**config.mk**
```make
export PLATFORM = sky130hd
export DESIGN_NAME = pulse_count_speed_meter_flat
export DESIGN_NICKNAME = d
export VERILOG_FILES = /design/src/psm_pkg.sv /design/src/psm_in_if.sv /design/src/psm_out_if.sv /design/src/psm_div.sv /design/src/psm_datapath.sv /design/src/psm_ctrl.sv /design/src/pulse_count_speed_meter.sv /design/src/flat_wrapper.sv
export SDC_FILE = /design/constraint.sdc
export NUM_CORES = 2
export LEC_CHECK = 0
export ABC_CLOCK_PERIOD_IN_PS = 7700
export BUFFER_PORTS_ARGS = -buffer_cell sky130_fd_sc_hd__buf_4
export CAP_MARGIN = 30
export CORE_UTILIZATION = 58
export DETAILED_ROUTE_END_ITERATION = 8
export GPL_TIMING_DRIVEN = 1
export PLACE_DENSITY = 0.78
export SLEW_MARGIN = 30
export SYNTH_ARGS = -nofsm -noshare
export SYNTH_HDL_FRONTEND = slang
export SYNTH_SLANG_ARGS = --single-unit
```
**constraint.sdc**
```tcl
create_clock -name clk_i -period 7.7 [get_ports clk_i]
set_clock_uncertainty 0.1 [all_clocks]
set_input_delay 1.54 -clock clk_i [delete_from_list [all_inputs] [get_ports clk_i]]
set_output_delay 1.54 -clock clk_i [all_outputs]
set_load 0.01 [all_outputs]
```
**src/psm_pkg.sv**
```systemverilog
package psm_pkg;

  // Speed register width; reported fields keep the low FIELD_W bits.
  localparam int SPEED_BITS = 24;

  localparam int FIELD_W   = 24;
  localparam int CNT_W     = 32;
  localparam int TIME_W    = 32;
  localparam int SCALE_W   = 24;
  localparam int INTV_W    = 16;
  localparam int SUM_W     = 56;
  localparam int PROD_W    = CNT_W + SCALE_W;

  localparam int CFG_W     = 24;
  localparam int CFG_IDX_W = 1;

  // Shared divider: 56-bit dividend, 32-bit divisor, two quotient bits per cycle.
  localparam int DIVD_W    = SUM_W;
  localparam int DIVS_W    = 32;
  localparam int DIV_STEPS = DIVD_W / 2;
  localparam int DIV_CNT_W = $clog2(DIV_STEPS + 1);

  localparam logic [INTV_W-1:0]  MIN_INTV_RST = INTV_W'(1000);
  localparam logic [SCALE_W-1:0] SCALE_RST    = SCALE_W'(140364);

  typedef enum logic [CFG_IDX_W-1:0] {
    CFG_MIN_INTERVAL = 1'b0,
    CFG_SPEED_SCALE  = 1'b1
  } cfg_idx_e;

  typedef enum logic {
    FUNC_READING = 1'b0,
    FUNC_CLEAR   = 1'b1
  } func_e;

  typedef struct packed {
    logic load_in;
    logic clear_stats;
    logic mul_en;
    logic div_spd_start;
    logic update;
    logic div_avg_start;
    logic avg_load;
    logic out_load;
  } dp_cmd_t;

  typedef struct packed {
    logic is_clear;
    logic gate_ok;
    logic div_done;
    logic out_free;
  } dp_stat_t;

endpackage

```
**src/psm_in_if.sv**
```systemverilog
interface psm_in_if;
  import psm_pkg::*;

  logic              valid;
  logic              ready;
  logic              func;
  logic [CNT_W-1:0]  counter_value;
  logic [TIME_W-1:0] sample_time_ms;

  modport source (output valid, func, counter_value, sample_time_ms, input ready);
  modport sink   (input valid, func, counter_value, sample_time_ms, output ready);
endinterface

```
**src/psm_out_if.sv**
```systemverilog
interface psm_out_if;
  import psm_pkg::*;

  logic               valid;
  logic               ready;
  logic               accepted;
  logic [FIELD_W-1:0] speed_q8;
  logic [FIELD_W-1:0] average_q8;
  logic [FIELD_W-1:0] maximum_q8;

  modport source (output valid, accepted, speed_q8, average_q8, maximum_q8, input ready);
  modport sink   (input valid, accepted, speed_q8, average_q8, maximum_q8, output ready);
endinterface

```
**src/psm_div.sv**
```systemverilog
module psm_div (
  input  logic                        clk_i,
  input  logic                        rst_ni,
  input  logic                        start_i,
  input  logic [psm_pkg::DIVD_W-1:0]  dividend_i,
  input  logic [psm_pkg::DIVS_W-1:0]  divisor_i,
  output logic                        done_o,
  output logic [psm_pkg::DIVD_W-1:0]  quotient_o
);
  import psm_pkg::*;

  logic                 busy_q, busy_d;
  logic [DIV_CNT_W-1:0] cnt_q, cnt_d;
  logic [DIVS_W-1:0]    rem_q, rem_d;
  logic [DIVS_W-1:0]    dvs_q, dvs_d;
  // dividend bits shift out at the top, quotient bits shift in at the bottom
  logic [DIVD_W-1:0]    quo_q, quo_d;

  logic [DIVS_W:0]      r1, r2, r1_sub, r2_sub;
  logic [DIVS_W-1:0]    r1_res, r2_res;
  logic                 ge1, ge2;

  // two restoring steps per cycle
  always_comb begin
    r1     = {rem_q, quo_q[DIVD_W-1]};
    r1_sub = r1 - {1'b0, dvs_q};
    ge1    = (r1 >= {1'b0, dvs_q});
    r1_res = ge1 ? r1_sub[DIVS_W-1:0] : r1[DIVS_W-1:0];
    r2     = {r1_res, quo_q[DIVD_W-2]};
    r2_sub = r2 - {1'b0, dvs_q};
    ge2    = (r2 >= {1'b0, dvs_q});
    r2_res = ge2 ? r2_sub[DIVS_W-1:0] : r2[DIVS_W-1:0];
  end

  always_comb begin
    busy_d = busy_q;
    cnt_d  = cnt_q;
    rem_d  = rem_q;
    dvs_d  = dvs_q;
    quo_d  = quo_q;
    if (start_i) begin
      busy_d = 1'b1;
      cnt_d  = DIV_CNT_W'(DIV_STEPS);
      rem_d  = '0;
      dvs_d  = divisor_i;
      quo_d  = dividend_i;
    end else if (busy_q) begin
      rem_d = r2_res;
      quo_d = {quo_q[DIVD_W-3:0], ge1, ge2};
      cnt_d = cnt_q - DIV_CNT_W'(1);
      if (cnt_q == DIV_CNT_W'(1)) begin
        busy_d = 1'b0;
      end
    end
  end

  always_ff @(posedge clk_i or negedge rst_ni) begin
    if (!rst_ni) begin
      busy_q <= 1'b0;
      cnt_q  <= '0;
    end else begin
      busy_q <= busy_d;
      cnt_q  <= cnt_d;
    end
  end

  always_ff @(posedge clk_i) begin
    rem_q <= rem_d;
    dvs_q <= dvs_d;
    quo_q <= quo_d;
  end

  assign done_o     = !busy_q;
  assign quotient_o = quo_q;

endmodule

```
**src/psm_datapath.sv**
```systemverilog
module psm_datapath (
  input  logic                          clk_i,
  input  logic                          rst_ni,
  input  psm_pkg::dp_cmd_t              cmd_i,
  output psm_pkg::dp_stat_t             stat_o,
  input  logic                          cfg_we_i,
  input  logic [psm_pkg::CFG_IDX_W-1:0] cfg_idx_i,
  input  logic [psm_pkg::CFG_W-1:0]     cfg_data_i,
  input  logic                          func_i,
  input  logic [psm_pkg::CNT_W-1:0]     counter_value_i,
  input  logic [psm_pkg::TIME_W-1:0]    sample_time_ms_i,
  input  logic                          out_ready_i,
  output logic                          out_valid_o,
  output logic                          accepted_o,
  output logic [psm_pkg::FIELD_W-1:0]   speed_q8_o,
  output logic [psm_pkg::FIELD_W-1:0]   average_q8_o,
  output logic [psm_pkg::FIELD_W-1:0]   maximum_q8_o
);
  import psm_pkg::*;

  localparam logic [SPEED_BITS-1:0] SPEED_MAX = '1;

  // configuration
  logic [INTV_W-1:0]  min_intv_q;
  logic [SCALE_W-1:0] scale_q;

  // captured word
  logic               func_q;
  logic [CNT_W-1:0]   cnt_in_q;
  logic [TIME_W-1:0]  time_in_q;
  logic [CNT_W-1:0]   dc_q;
  logic [TIME_W-1:0]  dt_q;
  logic [PROD_W-1:0]  prod_q;

  // meter state
  logic [CNT_W-1:0]      last_count_q;
  logic [TIME_W-1:0]     last_time_q;
  logic [SPEED_BITS-1:0] cur_speed_q;
  logic [SPEED_BITS-1:0] max_q;
  logic [SUM_W-1:0]      sum_q;
  logic [DIVS_W-1:0]     count_q;
  logic [FIELD_W-1:0]    avg_q;
  logic                  acc_q;

  logic                  out_valid_q;
  logic                  out_acc_q;
  logic [FIELD_W-1:0]    out_spd_q, out_avg_q, out_max_q;

  logic [INTV_W-1:0]     gate;
  logic                  div_start;
  logic [DIVD_W-1:0]     div_dividend;
  logic [DIVS_W-1:0]     div_divisor;
  logic                  div_done;
  logic [DIVD_W-1:0]     div_quo;
  logic [SPEED_BITS-1:0] spd_sat;
  logic [SUM_W:0]        sum_add;
  logic                  out_free;

  assign gate = (min_intv_q == '0) ? INTV_W'(1) : min_intv_q;

  // shared divider: speed = product / dt, average = sum / count
  assign div_start    = cmd_i.div_spd_start || cmd_i.div_avg_start;
  assign div_dividend = cmd_i.div_avg_start ? sum_q : DIVD_W'(prod_q);
  assign div_divisor  = cmd_i.div_avg_start ? count_q : DIVS_W'(dt_q);

  psm_div u_div (
    .clk_i      (clk_i),
    .rst_ni     (rst_ni),
    .start_i    (div_start),
    .dividend_i (div_dividend),
    .divisor_i  (div_divisor),
    .done_o     (div_done),
    .quotient_o (div_quo)
  );

  assign spd_sat = (|div_quo[DIVD_W-1:SPEED_BITS]) ? SPEED_MAX : div_quo[SPEED_BITS-1:0];
  assign sum_add = {1'b0, sum_q} + (SUM_W+1)'(spd_sat);
  assign out_free = !out_valid_q || out_ready_i;

  assign stat_o.is_clear = (func_q == FUNC_CLEAR);
  assign stat_o.gate_ok  = (dt_q >= TIME_W'(gate));
  assign stat_o.div_done = div_done;
  assign stat_o.out_free = out_free;

  always_ff @(posedge clk_i or negedge rst_ni) begin
    if (!rst_ni) begin
      min_intv_q <= MIN_INTV_RST;
      scale_q    <= SCALE_RST;
    end else if (cfg_we_i) begin
      if (cfg_idx_i == CFG_MIN_INTERVAL) begin
        min_intv_q <= cfg_data_i[INTV_W-1:0];
      end
      if (cfg_idx_i == CFG_SPEED_SCALE) begin
        scale_q <= cfg_data_i[SCALE_W-1:0];
      end
    end
  end

  // word capture and product; deltas wrap modulo 2^32
  always_ff @(posedge clk_i) begin
    if (cmd_i.load_in) begin
      func_q    <= func_i;
      cnt_in_q  <= counter_value_i;
      time_in_q <= sample_time_ms_i;
      dc_q      <= counter_value_i - last_count_q;
      dt_q      <= sample_time_ms_i - last_time_q;
    end
    if (cmd_i.mul_en) begin
      prod_q <= PROD_W'(dc_q) * PROD_W'(scale_q);
    end
  end

  always_ff @(posedge clk_i or negedge rst_ni) begin
    if (!rst_ni) begin
      last_count_q <= '0;
      last_time_q  <= '0;
      cur_speed_q  <= '0;
      max_q        <= '0;
      sum_q        <= '0;
      count_q      <= '0;
      avg_q        <= '0;
      acc_q        <= 1'b0;
    end else begin
      if (cmd_i.load_in) begin
        acc_q <= 1'b0;
      end
      if (cmd_i.clear_stats) begin
        max_q   <= '0;
        sum_q   <= '0;
        count_q <= '0;
        avg_q   <= '0;
      end
      if (cmd_i.update) begin
        acc_q        <= 1'b1;
        last_count_q <= cnt_in_q;
        last_time_q  <= time_in_q;
        cur_speed_q  <= spd_sat;
        if (spd_sat > max_q) begin
          max_q <= spd_sat;
        end
        sum_q <= sum_add[SUM_W] ? {SUM_W{1'b1}} : sum_add[SUM_W-1:0];
        if (count_q != {DIVS_W{1'b1}}) begin
          count_q <= count_q + DIVS_W'(1);
        end
      end
      if (cmd_i.avg_load) begin
        avg_q <= div_quo[FIELD_W-1:0];
      end
    end
  end

  // output register
  always_ff @(posedge clk_i or negedge rst_ni) begin
    if (!rst_ni) begin
      out_valid_q <= 1'b0;
    end else if (cmd_i.out_load) begin
      out_valid_q <= 1'b1;
    end else if (out_ready_i) begin
      out_valid_q <= 1'b0;
    end
  end

  always_ff @(posedge clk_i) begin
    if (cmd_i.out_load) begin
      out_acc_q <= acc_q;
      out_spd_q <= FIELD_W'(cur_speed_q);
      out_avg_q <= avg_q;
      out_max_q <= FIELD_W'(max_q);
    end
  end

  assign out_valid_o  = out_valid_q;
  assign accepted_o   = out_acc_q;
  assign speed_q8_o   = out_spd_q;
  assign average_q8_o = out_avg_q;
  assign maximum_q8_o = out_max_q;

endmodule

```
**src/psm_ctrl.sv**
```systemverilog
module psm_ctrl (
  input  logic              clk_i,
  input  logic              rst_ni,
  input  logic              in_valid_i,
  output logic              in_ready_o,
  input  psm_pkg::dp_stat_t stat_i,
  output psm_pkg::dp_cmd_t  cmd_o
);
  import psm_pkg::*;

  typedef enum logic [7:0] {
    ST_IDLE     = 8'b0000_0001,
    ST_CHECK    = 8'b0000_0010,
    ST_MUL      = 8'b0000_0100,
    ST_SPD_GO   = 8'b0000_1000,
    ST_SPD_WAIT = 8'b0001_0000,
    ST_AVG_GO   = 8'b0010_0000,
    ST_AVG_WAIT = 8'b0100_0000,
    ST_FINISH   = 8'b1000_0000
  } state_e;

  state_e state_q, state_d;

  always_comb begin
    state_d = state_q;
    cmd_o   = '0;
    unique case (state_q)
      ST_IDLE: begin
        if (in_valid_i) begin
          cmd_o.load_in = 1'b1;
          state_d       = ST_CHECK;
        end
      end
      ST_CHECK: begin
        priority if (stat_i.is_clear) begin
          cmd_o.clear_stats = 1'b1;
          state_d           = ST_FINISH;
        end else if (stat_i.gate_ok) begin
          state_d = ST_MUL;
        end else begin
          state_d = ST_FINISH;
        end
      end
      ST_MUL: begin
        cmd_o.mul_en = 1'b1;
        state_d      = ST_SPD_GO;
      end
      ST_SPD_GO: begin
        cmd_o.div_spd_start = 1'b1;
        state_d             = ST_SPD_WAIT;
      end
      ST_SPD_WAIT: begin
        if (stat_i.div_done) begin
          cmd_o.update = 1'b1;
          state_d      = ST_AVG_GO;
        end
      end
      ST_AVG_GO: begin
        cmd_o.div_avg_start = 1'b1;
        state_d             = ST_AVG_WAIT;
      end
      ST_AVG_WAIT: begin
        if (stat_i.div_done) begin
          cmd_o.avg_load = 1'b1;
          state_d        = ST_FINISH;
        end
      end
      ST_FINISH: begin
        if (stat_i.out_free) begin
          cmd_o.out_load = 1'b1;
          state_d        = ST_IDLE;
        end
      end
      default: begin
        state_d = ST_IDLE;
      end
    endcase
  end

  assign in_ready_o = (state_q == ST_IDLE);

  always_ff @(posedge clk_i or negedge rst_ni) begin
    if (!rst_ni) begin
      state_q <= ST_IDLE;
    end else begin
      state_q <= state_d;
    end
  end

endmodule

```
**src/pulse_count_speed_meter.sv**
```systemverilog
// Channel   Dir  Handshake     Word
// in_i      in   valid/ready   func, counter_value[31:0], sample_time_ms[31:0]
// out_o     out  valid/ready   accepted (1b), speed_q8, average_q8, maximum_q8 (24b)
// cfg       in   cfg_we_i      cfg_idx_i (0 min_interval_ms, 1 speed_scale), cfg_data_i
//
// Accepted reading: capture, gate check, multiply, speed and average on the shared
//   radix-4 divider (each start followed by a wait for done), then output load.
// Clear command or rejected reading: capture, gate check, output load.
// Reset clears all meter state and loads the register defaults (1000 ms, 140364).
// One word at a time; a new word is taken while the last result still waits in
//   the output register, and the controller stalls only if that register is full.
module pulse_count_speed_meter (
  input  logic                          clk_i,
  input  logic                          rst_ni,
  psm_in_if.sink                        in_i,
  psm_out_if.source                     out_o,
  input  logic                          cfg_we_i,
  input  logic [psm_pkg::CFG_IDX_W-1:0] cfg_idx_i,
  input  logic [psm_pkg::CFG_W-1:0]     cfg_data_i
);
  import psm_pkg::*;

  dp_cmd_t  cmd;
  dp_stat_t stat;

  // sequencer: capture, gate, multiply, two divisions, output
  psm_ctrl u_ctrl (
    .clk_i      (clk_i),
    .rst_ni     (rst_ni),
    .in_valid_i (in_i.valid),
    .in_ready_o (in_i.ready),
    .stat_i     (stat),
    .cmd_o      (cmd)
  );

  // deltas, 32x24 product, shared divider, statistics and output register
  psm_datapath u_dp (
    .clk_i            (clk_i),
    .rst_ni           (rst_ni),
    .cmd_i            (cmd),
    .stat_o           (stat),
    .cfg_we_i         (cfg_we_i),
    .cfg_idx_i        (cfg_idx_i),
    .cfg_data_i       (cfg_data_i),
    .func_i           (in_i.func),
    .counter_value_i  (in_i.counter_value),
    .sample_time_ms_i (in_i.sample_time_ms),
    .out_ready_i      (out_o.ready),
    .out_valid_o      (out_o.valid),
    .accepted_o       (out_o.accepted),
    .speed_q8_o       (out_o.speed_q8),
    .average_q8_o     (out_o.average_q8),
    .maximum_q8_o     (out_o.maximum_q8)
  );

endmodule

```
**src/flat_wrapper.sv**
```systemverilog
// flat-port wrapper written by rule: the top's interface ports become plain ports
module pulse_count_speed_meter_flat import psm_pkg::*;
  (clk_i, rst_ni, cfg_we_i, cfg_idx_i, cfg_data_i, in_i_valid, in_i_func, in_i_counter_value, in_i_sample_time_ms, in_i_ready, out_o_valid, out_o_accepted, out_o_speed_q8, out_o_average_q8, out_o_maximum_q8, out_o_ready);
  psm_in_if in_i_i ();
  psm_out_if out_o_i ();
  input  logic clk_i;
  input  logic rst_ni;
  input  logic cfg_we_i;
  input  logic [psm_pkg::CFG_IDX_W-1:0] cfg_idx_i;
  input  logic [psm_pkg::CFG_W-1:0] cfg_data_i;
  input wire logic [$bits(in_i_i.valid)-1:0] in_i_valid;
  input wire logic [$bits(in_i_i.func)-1:0] in_i_func;
  input wire logic [$bits(in_i_i.counter_value)-1:0] in_i_counter_value;
  input wire logic [$bits(in_i_i.sample_time_ms)-1:0] in_i_sample_time_ms;
  output wire logic [$bits(in_i_i.ready)-1:0] in_i_ready;
  output wire logic [$bits(out_o_i.valid)-1:0] out_o_valid;
  output wire logic [$bits(out_o_i.accepted)-1:0] out_o_accepted;
  output wire logic [$bits(out_o_i.speed_q8)-1:0] out_o_speed_q8;
  output wire logic [$bits(out_o_i.average_q8)-1:0] out_o_average_q8;
  output wire logic [$bits(out_o_i.maximum_q8)-1:0] out_o_maximum_q8;
  input wire logic [$bits(out_o_i.ready)-1:0] out_o_ready;
  assign in_i_i.valid = in_i_valid;
  assign in_i_i.func = in_i_func;
  assign in_i_i.counter_value = in_i_counter_value;
  assign in_i_i.sample_time_ms = in_i_sample_time_ms;
  assign in_i_ready = in_i_i.ready;
  assign out_o_valid = out_o_i.valid;
  assign out_o_accepted = out_o_i.accepted;
  assign out_o_speed_q8 = out_o_i.speed_q8;
  assign out_o_average_q8 = out_o_i.average_q8;
  assign out_o_maximum_q8 = out_o_i.maximum_q8;
  assign out_o_i.ready = out_o_ready;
  pulse_count_speed_meter u_core (.clk_i(clk_i), .rst_ni(rst_ni), .in_i(in_i_i), .out_o(out_o_i), .cfg_we_i(cfg_we_i), .cfg_idx_i(cfg_idx_i), .cfg_data_i(cfg_data_i));
endmodule
```
Yosys cells after proc, flatten, opt, wreduce, memory -nomap -nowiden
Index checks and enable logic that the tools add are counted.
- add/subtract/negate cells: 7
- $mul: 1
- $lt $le $gt $ge: 4
- eq/ne operators: 14
- multiplexer cells: 47
- bitwise gates (word level): 1
- reductions and logical operators: 13
- operator list (kind ; number):
    $mux W56 ; 6
    $mux W32 ; 6
    $mux W24 ; 6
    $sub A32 B32 Y32 ; 4
    $ge A33 B32 Y1 ; 2
    $pmux W8 S8 ; 1
    $add A56 B24 Y57 ; 1
    $mul A32 B24 Y56 ; 1
    $mux W8 ; 6
    $add A32 B1 Y32 const B ; 1
    $ge A32 B16 Y1 ; 1
    $ne A32 B32 Y1 const B ; 1
    $reduce_or A32 Y1 ; 1
    $gt A24 B24 Y1 ; 1
    $mux W1 ; 19
    $logic_not A16 Y1 ; 1
    $mux W16 ; 1
    $mux W5 ; 2
    $reduce_bool A2 Y1 ; 5
    $eq A8 B1 Y1 const B ; 1
    $eq A8 B2 Y1 const B ; 1
    $eq A8 B3 Y1 const B ; 1
    $eq A8 B4 Y1 const B ; 1
    $eq A8 B5 Y1 const B ; 1
    other kinds (11) ; 16
- flip-flop bits (word level): 658
- input port bits: 95
- output and inout port bits: 75
- logic and storage cells: 114

Logic depth before layout (Yosys ltp)
- depth after elaboration: 6
- mapped depth: 28
- gate-level depth less buffers: 26

Cells and area by module
Synthesis repeated with hierarchy kept, for this count alone.
- cell total of the unflattened synthesis: 6131
- area total of the unflattened synthesis: 60281.6 um2
- modules (own cells, without submodules) (module ; instances ; cells an instance ; area an instance (um2) ; sequential area each (um2)):
    psm_datapath ; 1 ; 5092 ; 50410.8 ; 14418.8
    psm_div ; 1 ; 974 ; 9268.9 ; 3433.3
    psm_ctrl ; 1 ; 65 ; 601.8 ; 201.4

Worst setup path after synthesis
OpenSTA, ideal clock, no wires.
- path kind: register to register
- start point: reg u_core.u_dp.scale_q[3]
- end point: reg u_core.u_dp.prod_q[54], data pin
- arrival time: 6.957 ns
- required time: 7.337 ns
- path slack: 0.380 ns
- stages on the path, launching flop included: 27
- cell sequence: dfstp_2 clkbuf_1 nand2_1 fa_1 inv_1 fa_1 inv_1 fa_1 fa_1 inv_1 fa_1 fa_1 inv_1 fa_1 inv_1 ha_1 a21o_1 a31o_2 a32o_1 a311oi_1 o31a_1 o31a_1 o21ai_0 o21ai_1 a21oi_1 a311oi_1 xnor2_1
- longest elaborated chain between the ends: 1
- RTL lines (element ; line ; RTL):
    start: declaration ; psm_datapath.sv:25 ; logic [SCALE_W-1:0] scale_q;
    start signal: assignment ; psm_datapath.sv:94 ; scale_q <= cfg_data_i[SCALE_W-1:0];
    $mul A32 B24 Y56 ; psm_datapath.sv:109 ; prod_q <= PROD_W'(dc_q) * PROD_W'(scale_q);
    end signal: assignment ; psm_datapath.sv:109 ;
    end: declaration ; psm_datapath.sv:33 ; logic [PROD_W-1:0] prod_q;
Every way passes these cells.
A chain may end at the register's enable or synchronous reset.

Worst setup path in the final report
- start point: reg u_core.u_dp.dc_q[27]
- end point: reg u_core.u_dp.prod_q[41], data pin
- longest elaborated chain between the ends: 1
- RTL lines (element ; line ; RTL):
    start: declaration ; psm_datapath.sv:31 ; logic [CNT_W-1:0] dc_q;
    start signal: assignment ; psm_datapath.sv:105 ; dc_q <= counter_value_i - last_count_q;
    $mul A32 B24 Y56 ; psm_datapath.sv:109 ;
Every way passes these cells.

==> impl_metrics.yaml <==
yosys:
  ys_async_sr_fraction_pct: 42.55
  netlist_area_sq_um: 58160
  synth-edff-count: 346
  syn_area_per_cell_sq_um: 9.751
  synth-main-ff-cell: "edfxtp_1"
  synth.net_count: 7097
  synth_warnings: 0
  synth.yosys.seq_area_share_pct: 31.04
  netlist_instances: 5964
  ys_ff_latch: 658
  synthDistinctLibCells: 94
route:
  drtIter0Drc: 3932
  dr.pass1.iters: 6
  vias_per_cell: 5.880
  avgRoutedWirePerCell_microns: 20.91
  routed_wirelength_mm: 156.1
  ant_nets: 0
  post-route-drc-count: 0
  dr_total_vias: 43900
finish:
  final_common_cell: "inv_1"
  drive_above_1_share_pct: 9.538
  fin_nets: 7244
  area_delta_synth_final_pct: 10.35
  finalNonFillerCells: 7465
  design_area_sq_um: 64180
  most-common-layout-cells: "inv_1 (887), nand2_1 (804), fa_1 (663)"
place:
  placed_cells: 7305
  dp_hpwl_mm: 121.0
  port_buffers: 169
  placed_area_sq_um: 61230
  gp_congestion: 0.9874
timing:
  timing.hold.ws_ps: 343.9
  hold_viol: 0
  max_freq_mhz: 130.9
  relSlewSlack_pct: 33.34
  fin_crit_ps: 7638
  grt_setup_unrepaired: "true"
  maxSlewViolCount: 0
  setup_viol: 0
  worst_slew_pin_slew_ps: 997.4
  min_period_over_period_pct: 99.20
grt:
  gr-total-overflow: 0
  grtUsageTotal_pct: 31.05
  grt_pass1_wl_mm: 246.7
  antenna_found_initial: 3
  grt_pass1_vias: 44730
  grt_max_degree: 113
critical_path:
  rrSetupSlack_ps: 60
  critical_path_class: "register to register"
  r2r_start: "u_core.u_dp.dc_q[27]$_DFFE_PP_"
  r2r_end: "u_core.u_dp.prod_q[41]$_DFFE_PP_"
  r2r_cells: 22
  endpoint_kind: "register"
  critPathLaunchType: "register"
  crit_required_ps: 8000
  cp_max_fo: 11
  critPathArrivalTime_ps: 7940
cts:
  insertion_delay_ps: 650
  cts_buffer_depth: 3
  cts_num_sinks: 658
  cts_tree: "yes"
  cts_root_buf: "clkbuf_16"
  cts_buffers: 76
  cts_htree_levels: 3
  path_clk_slew_ps: 60
status:
  status: "completed"
floorplanning:
  initial_core_util_pct: 58.83
  coreArea_sq_um: 98850
  ios: 170
  rows: 115
  die_y_microns: 318.7
  die_x_microns: 318.7
  die-area_sq_um: 101500
min_path:
  min_to: "u_core.u_dp.speed_q8_o[9]$_DFFE_PP_"
  hp-class: "register to register"
  hp-start: "u_core.u_dp.cur_speed_q[9]$_DFFE_PN0P_"
  whs_path_depth: 0
run:
  maxCapViolCount: 0
flip-flops by register name (all words and copies together) (netlist names), 5 cells and up:
signal,cells
u_core.u_dp.u_div.quotient_o,56
u_core.u_ctrl.state_q,8
u_core.u_dp.dc_q,32
u_core.u_dp.sum_q,56
u_core.u_dp.average_q8_o,24
u_core.u_dp.last_count_q,32
u_core.u_dp.u_div.rem_q,32
u_core.u_dp.cnt_in_q,32
u_core.u_dp.dt_q,32
u_core.u_dp.count_q,32
u_core.u_dp.scale_q,24
u_core.u_dp.speed_q8_o,24
u_core.u_dp.u_div.dvs_q,32
u_core.u_dp.last_time_q,32
u_core.u_dp.cur_speed_q,24
u_core.u_dp.time_in_q,32
u_core.u_dp.maximum_q8_o,24
u_core.u_dp.max_q,24
u_core.u_dp.prod_q,56
u_core.u_dp.min_intv_q,16
u_core.u_dp.u_div.cnt_q,5
u_core.u_dp.avg_q,24
cell usage after synthesis (all sizes together) (18+ instances only):
library cell / instances / area [sq um]
a211oi: 43 / 332.8
a21o: 122 / 915.9
a21oi: 246 / 1250
a22o: 24 / 210.2
a31oi: 90 / 563.0
and2: 406 / 2541
and3: 37 / 231.5
buf: 22 / 123.9
clkbuf: 238 / 893.4
dfrtp: 267 / 6681
dfxtp: 32 / 640.6
edfxtp: 346 / 10390
fa: 663 / 13270
ha: 375 / 4692
inv: 887 / 3329
mux2: 59 / 664.4
mux2i: 41 / 410.4
nand2: 806 / 3025
nand2b: 28 / 175.2
nand3: 66 / 330.3
nand4: 41 / 256.5
nor2: 292 / 1101
nor2b: 35 / 219.0
nor3: 47 / 240.2
nor4: 31 / 206.4
o211ai: 18 / 135.1
o21a: 36 / 270.3
o21ai: 263 / 1316
o21bai: 26 / 198.9
xnor2: 128 / 1121
xor2: 65 / 569.3
repair_timing:
action                     4_1_cts  5_1_grt
setup buffers                    0       15
gates resized for setup          0       30
hold buffers                     0        0
setup endpoints to repair        0       18
stage by stage:
stage / setup TNS (ps) / utilization [%] / setup WS (ps)
finish: 0 / 64.92 / 61.90
global route: -121.0 / 64.92 / -42.28
CTS: 0 / 64.65 / 27.15
detailed placement: 0 / 61.95 / 66.02
global placement: 0 / 61.95 / 229.8
floorplan: 0 / - / 379.9
worst max-delay path by stage:
stage,cells after the start,end,from,slack [ps]
finish,22,u_core.u_dp.prod_q[41]$_DFFE_PP_,u_core.u_dp.dc_q[27]$_DFFE_PP_,60
global route,24,u_core.u_dp.prod_q[55]$_DFFE_PP_,u_core.u_dp.scale_q[3]$_DFFE_PN1P_,-40
CTS,25,u_core.u_dp.prod_q[55]$_DFFE_PP_,u_core.u_dp.scale_q[6]$_DFFE_PN1P_,30
detailed placement,25,u_core.u_dp.prod_q[55]$_DFFE_PP_,u_core.u_dp.scale_q[6]$_DFFE_PN1P_,70
global placement,25,u_core.u_dp.prod_q[55]$_DFFE_PP_,u_core.u_dp.scale_q[6]$_DFFE_PN1P_,230
floorplan,26,u_core.u_dp.prod_q[54]$_DFFE_PP_,u_core.u_dp.scale_q[3]$_DFFE_PN1P_,380
final cells by class:
cell class                      instances  area [sq um]
Multi-Input combinational cell       4158         35840
Fill cell                            7681         34680
Sequential cell                       658         18080
Inverter                              888          3333
Timing Repair Buffer                  329          2630
Clock buffer                          104          2160
Tap cell                             1287          1610
Clock inverter                         38         515.5
Antenna cell                            3         7.507
worst max-delay path, cell delays in order, from the launching register on:
cell,delay [ps]
edfxtp_1,800
and2_1,250
fa_1,460
fa_1,550
inv_1,70
fa_1,520
fa_1,530
inv_1,60
fa_1,560
fa_1,440
fa_1,460
ha_1,320
a2111o_1,390
a211oi_1,220
a21oi_1,170
o2bb2ai_2,180
buf_4,160
nor3_1,280
o21bai_1,120
a21oi_1,230
o21bai_1,100
a21oi_1,180
xnor2_1,230
cells by family (layout without fill, tap and decap cells):
logic type | after synthesis | after routing | share of synthesized area, %
mux | 100 | 100 | 1.848
other cells | 0 | 3 | 0
compound gates | 981 | 981 | 10.76
buf+inv | 1148 | 1359 | 7.481
xor+xnor | 193 | 193 | 2.907
flops | 658 | 658 | 31.04
simple gates | 1846 | 1846 | 15.08
fa+ha+maj | 1038 | 1038 | 30.89
metal layers:
| metal | vias to the layer above | share of wire, % | GRT usage [%] |
|---|---|---|---|
| li1 | 19760 | - | - |
| met3 | 398 | 7.4 | 4.166 |
| met1 | 21920 | 40 | 40.77 |
| met4 | 0 | 6.0 | 16.39 |
| met2 | 1821 | 47 | 50.40 |
| met5 | - | 0 | 0 |
Power is not shown: default switching activity piles up to over one toggle a cycle in this logic, so the estimate is an artifact.
